$ cat src/rtl/core/rmsv_pkg.sv
// Shared types and constants for the running mean / sample variance core.
// No dependencies; imported by every module of the core.
package rmsv_pkg;

    localparam int SAMPLE_W = 16;
    localparam int COUNT_W  = 16;
    localparam int SUM_W    = 32;
    localparam int SQSUM_W  = 47;
    localparam int MAG_W    = 31;
    localparam int VAR_W    = 32;
    localparam int DIV_W    = 64;
    localparam int DVS_W    = 32;
    localparam int DCNT_W   = 6;

    localparam logic [COUNT_W-1:0] MAX_RUN   = 16'd65535;
    localparam logic [DCNT_W-1:0]  DIV_LAST  = 6'd63;

    typedef enum logic [2:0] {
        ST_ACC,
        ST_PREP,
        ST_MUL0,
        ST_MUL1,
        ST_COMB,
        ST_DIVM,
        ST_DIVV,
        ST_DONE
    } rmsv_state_t;

    typedef struct packed {
        logic acc;
        logic prep;
        logic mul0;
        logic mul1;
        logic comb;
        logic take_mean;
        logic div_var;
        logic take_var;
        logic finish;
    } rmsv_cmd_t;

    typedef struct packed {
        logic stats_ok;
        logic div_busy;
        logic out_busy;
    } rmsv_status_t;

endpackage

$ cat src/rtl/core/rmsv_ctrl.sv
// Controller: accumulate phase and the end-of-run sequence of products and divisions.
// Depends on rmsv_pkg.
module rmsv_ctrl
    import rmsv_pkg::*;
(
    input  logic         clk,
    input  logic         rst_n,
    input  logic         in_valid,
    input  logic         last,
    output logic         in_stall,
    input  rmsv_status_t status,
    output rmsv_cmd_t    cmd,
    output rmsv_state_t  state
);

    rmsv_state_t state_reg, state_next;

    always_ff @(posedge clk or negedge rst_n)
    begin
        if (!rst_n)
        begin
            state_reg <= ST_ACC;
        end
        else
        begin
            state_reg <= state_next;
        end
    end

    always_comb
    begin
        state_next = state_reg;
        cmd        = '0;
        in_stall   = 1'b1;
        unique case (state_reg)
            ST_ACC:
            begin
                in_stall = 1'b0;
                if (in_valid)
                begin
                    cmd.acc = 1'b1;
                    if (last)
                    begin
                        state_next = ST_PREP;
                    end
                end
            end
            ST_PREP:
            begin
                cmd.prep   = 1'b1;
                state_next = status.stats_ok ? ST_MUL0 : ST_DONE;
            end
            ST_MUL0:
            begin
                cmd.mul0   = 1'b1;
                state_next = ST_MUL1;
            end
            ST_MUL1:
            begin
                cmd.mul1   = 1'b1;
                state_next = ST_COMB;
            end
            ST_COMB:
            begin
                cmd.comb   = 1'b1;
                state_next = ST_DIVM;
            end
            ST_DIVM:
            begin
                if (!status.div_busy)
                begin
                    cmd.take_mean = 1'b1;
                    cmd.div_var   = 1'b1;
                    state_next    = ST_DIVV;
                end
            end
            ST_DIVV:
            begin
                if (!status.div_busy)
                begin
                    cmd.take_var = 1'b1;
                    state_next   = ST_DONE;
                end
            end
            ST_DONE:
            begin
                if (!status.out_busy)
                begin
                    cmd.finish = 1'b1;
                    state_next = ST_ACC;
                end
            end
            default:
            begin
                state_next = ST_ACC;
            end
        endcase
    end

    assign state = state_reg;

endmodule

$ cat config.mk
export PLATFORM = sky130hd
export DESIGN_NAME = rmsv_ctrl
export DESIGN_NICKNAME = d
export VERILOG_FILES = /design/src/rtl/core/rmsv_pkg.sv /design/src/rtl/core/rmsv_ctrl.sv
export SDC_FILE = /design/constraint.sdc
export NUM_CORES = 1
export LEC_CHECK = 0
export ABC_AREA = 1
export BUFFER_PORTS_ARGS = -buffer_cell sky130_fd_sc_hd__buf_2
export CORE_AREA = 2 2 39 41
export DETAILED_ROUTE_END_ITERATION = 12
export DIE_AREA = 0 0 41 43
export GPL_TIMING_DRIVEN = 1
export HOLD_SLACK_MARGIN = 0.12
export PLACE_DENSITY = 0.55
export SLEW_MARGIN = 0
export SYNTH_ARGS = -nofsm -noshare
export SYNTH_HDL_FRONTEND = slang
export SYNTH_SLANG_ARGS = --single-unit
$ cat constraint.sdc
create_clock -name clk -period 1.19 [get_ports clk]
set_clock_uncertainty 0.1 [all_clocks]
set_input_delay 0.238 -clock clk [delete_from_list [all_inputs] [get_ports clk]]
set_output_delay 0.238 -clock clk [all_outputs]
set_load 0.02 [all_outputs]
# Yosys cells after proc, flatten, opt, wreduce, memory -nomap -nowiden
# Index checks and enable logic that the tools add are counted.
[totals] inputBits=7 regBits=3
[classes] n_mux=20 eq_ne=12 reduce_logical=2
[ops] cell="case mux 3 bit (8 select lines)" count=1
[ops] cell="2-to-1 mux 3 bit" count=6
[ops] cell="equality test 3 bit, second input constant" count=4
[ops] cell="2-to-1 mux 1 bit" count=11
[ops] cell="!= test 2 bit, second input constant" count=5
[ops] cell="equality test 3 x 2 -> 1 bit, second input constant" count=2
[ops] cell="AND reduction 5 bit" count=1
[ops] cell="2-to-1 mux 2 bit" count=2
[ops] cell="equality test 3 x 1 -> 1 bit, second input constant" count=1
[ops] cell="logical NOT 3 bit" count=1

# Logic depth before layout (Yosys ltp)
[depth] word_depth=3 depth_mapped=8 depth_no_buf=7

# Least setup slack after synthesis
# No wires, ideal clock.
[synth_path] path_kind="reg-to-output" start="reg state_reg[2], in the netlist state[2]" end="out cmd[3] (netlist bit)" arrival_ps=1531 path_slack_ps=-679 path_stages_with_launch=5 cell_sequence="dfrtp_1 -> buf_2 -> inv_2 -> nor3_1 -> buf_4"
[synth_rtl] element="start: declaration" line_no="rmsv_ctrl.sv:16" source="rmsv_state_t state_reg, state_next;"
[synth_rtl] element="start signal: assignment" line_no="rmsv_ctrl.sv:26" source="state_reg <= state_next;"
[synth_rtl] element="end: declaration" line_no="rmsv_ctrl.sv:12" source="output rmsv_cmd_t cmd,"

==> results.cfg <==
[run_status]
outcome = complete, but fails checks
failed_checks = negative setup slack

[timing]
timing.final.ws_setup_ps = -317
final_max_slew_viol_count = 0
rsz0062_at_grt = yes
period_needed_ps = 1510
slew_limit_headroom_pct = 89.0
fin_crit_sh_pct = 127
finalHoldWorstSlack_ps = 175
fmaxAchievable_ghz = 0.663
tightest_slew_ps = 165
total_count_of_hold_check_failures_in_the_final_report = 0
setup-violations-final = 16

[layout]
antennaDiodeCount = 0
multi_input_area_sq_um = 244
synthToLayoutAreaGrowth_pct = 126
register_area_sq_um = 78.8
fill_cells = 141
flip_flop_count_of_the_largest_register_all_copies_and_words_added = 3
layout.core_utilization_pct = 49.1
post_layout_nets = 95
post_route_cells_drive_above_1_share_pct = 67.8

[route]
avgRoutedWirePerCell_um = 10.3
first_iter_violations = 3
remaining_drc_errors = 0
detail_route.first_pass.iterations = 4
detail-route-antenna-nets = 0
via_per_inst = 4.48
dr_total_vias = 461
detail_route.wirelength_mm = 1.06

[job]
drv.max_cap_violation_count = 0

[floorplanning]
y_dimension_of_the_die_um = 43
start_util_pct = 21.7
core.rowCount = 14
core_area_sq_mm = 0.00138
fp.dieW_um = 41
dieArea_sq_mm = 0.00176
design.portCount = 20

[logic_synthesis]
synthAdderAreaFrac_pct = 0
synth.most_common_cell = nand2_1
synth-main-ff-cell = dfrtp_1
synth_top_cells_by_count = nand2_1, nor2_1, inv_1, dfrtp_1, nor3_1
flip_flop_and_latch_count_after_synthesis = 3
share_of_flip_flops_with_an_asynchronous_set_or_reset_pct = 100
post_synth.cell_area_avg_sq_um = 5.89
yosys_warnings = 0
synthesis.nets = 58
synthXorXnorAreaFrac_pct = 0
post_synth_main_area_contributors = dfrtp_1, nand2_1, nor2_1
synth_top_area_share_pct = 25.0
synth_simple_gate_area_share_pct = 57.9
synth_compound_area_share_pct = 2.50
syn_inst = 51
synth_cell_types = 15
combinational_family_with_the_most_area_after_synthesis = simple AND/OR/NAND/NOR gates
synth_seq_area_share_pct = 25.0
synth_area_leader_cell = dfrtp_1
synth_edf_count = 0
post_synth_mux_area_share_pct = 0
synthesis.area_sq_um = 300

[setup_path]
critPathMaxStageDelay_ps = 450
largest_fanout_on_the_critical_path = 7
setup.worst_path.end_class = output port
endpoint_required_time_on_the_critical_path_ps = 850
timing.reg2reg.setup_slack_ps = -140
timing.critical_path.cells = nand2_2 > inv_1 > nand2_1 > inv_2 > buf_2
cp-start-kind = flop
critical_path.top_delay_family = flip-flops
worst-setup-path-type = reg -> out
critPathSlowestCell = dfrtp_2
worst_r2r_dst = state[0]
rr_worst_depth = 7
launch_instance_of_the_worst_register_to_register_path = state[2]
critical_path.n_buffers_inverters = 3
crit_arrival_ps = 1170

[cts]
clock-sinks = 3
path_clk_slew_ps = 40
cts-buffers-inserted = 3
number_of_levels_in_the_clock_h_tree = 1
clkLatencyLatePin_ps = 250
tritoncts = done
cts_buffer_depth = 2
cts_root_buffer = clkbuf_4

[power]
static-leakage-power_nw = 0.382
power_density_mw_per_mm2 = 3080
clock_power_share_pct = 9.2
cellInternalPower_mw = 1.09
comb_power_share_pct = 77.3
switching_share_pct = 48.1
power.net_switching_mw = 1.01
sequentialPowerShare_pct = 13.5
vdd_ir_drop_max_uv = 871

[hold_path]
worstHoldPathType = in -> reg
min_from = status[2]
min_to = state[0]
timing.hold.worst_path_depth = 4

[global_routing]
grt_max_degree = 8
final_global_route_overflow_total = 0
antenna_found_initial = 0
first_global_vias = 389
grt.total_usage_pct = 13.2
grt_first_pass_wirelength_mm = 1.53

[placement]
place.port_buffers = 19
finalWeightedCongestion = 0.792
detailedPlacementHpwl_um = 709
## repair_timing
| item | CTS | global route |
|---|---|---|
| resized for setup | 20 | 4 |
| hold buffers | 1 | 0 |
| hold endpoints to repair | 3 | 0 |
| buffers inserted | 7 | 2 |
| pin swaps | 8 | 4 |
| endpoints found under the setup margin | 15 | 16 |
| cloned | 0 | 0 |
## through the flow
stage / area, sq um / setup WS [ps] / power (mW) / instances / setup TNS, ps
after floorplan: 370 / -212 / 1.13 / 51 / -1190
after global placement: 497 / -56.3 / 1.44 / 89 / -333
after detailed placement: 497 / -69.5 / 1.45 / 89 / -487
after CTS: 648 / -316 / 2.01 / 101 / -3690
after global routing: 679 / -381 / 2.26 / 103 / -4640
final: 679 / -317 / 2.09 / 103 / -3860
## how the worst max path moves through the flow
stage | to | slack (ps) | cells past startpoint | from
floorplan | cmd[3] | -210 | 4 | state[1]
global placement | cmd[8] | -60 | 4 | state[0]
detailed placement | cmd[8] | -70 | 4 | state[0]
CTS | cmd[2] | -320 | 4 | state[1]
global route | cmd[8] | -380 | 4 | state[0]
finish | cmd[5] | -320 | 5 | state[1]
## power groups by stage
stage	Sequential (mW)	Combinational (mW)	Clock, mW
after detailed placement	0.293	1.16	0
after global routing	0.295	1.77	0.194
after floorplan	0.294	0.835	0
after CTS	0.285	1.54	0.192
after global placement	0.287	1.16	0
final	0.282	1.62	0.192
## final cells by class
cell class              instances  area share [%]
multi-input cells              38            35.9
clock buffers                   4            3.87
well taps                      16            2.95
flip-flops and latches          3            11.6
inverters                       7            4.97
repair buffers                 35            40.7
## cell families after synthesis
kind of cell           Yosys count
DFF                              3
AOI/OAI and AO/OA                1
and+or+nand+nor                 37
buffers and inverters           10
## worst reg2reg max path, stage by stage (launching register included)
cell and delay, ps:
dfrtp_2 450, buf_6 140, buf_6 110, nand4_1 120, nand2_1 90, nor2_2 130, nand2_1 60, nand2_1 50
## placed cells by master (no fill, tap or decap)
| cell type | synthesis | final |
|---|---|---|
| nand3b_1 | 1 | 1 |
| nand4_1 | 2 | 2 |
| clkbuf_1 | 0 | 1 |
| buf_2 | 2 | 9 |
| nor2_1 | 6 | 4 |
| inv_8 | 0 | 1 |
| nand2_2 | 2 | 5 |
| nor2_4 | 0 | 1 |
| buf_6 | 0 | 9 |
| clkbuf_4 | 0 | 3 |
| buf_4 | 1 | 16 |
| nand3_1 | 2 | 1 |
| nand2_4 | 0 | 1 |
| dfrtp_2 | 0 | 3 |
| nor3_2 | 0 | 1 |
| nand2_1 | 18 | 14 |
| nor3_4 | 0 | 2 |
| o31ai_2 | 0 | 1 |
| inv_2 | 2 | 2 |
| inv_1 | 5 | 4 |
| nand3_2 | 2 | 3 |
| nor2_2 | 1 | 2 |
| dlygate4sd3_1 | 0 | 1 |
## layer usage
layer  part of all wire, %  global-route usage, %  vias to the layer above
met1                    39                   15.7                      201
met2                    51                   20.3                       20
li1                      -                      -                      237
met4                   2.5                   10.0                        0
met5                     0                      0                        -
met3                   7.1                   1.57                        3
Note: power is estimated with default switching activity, not from simulation.
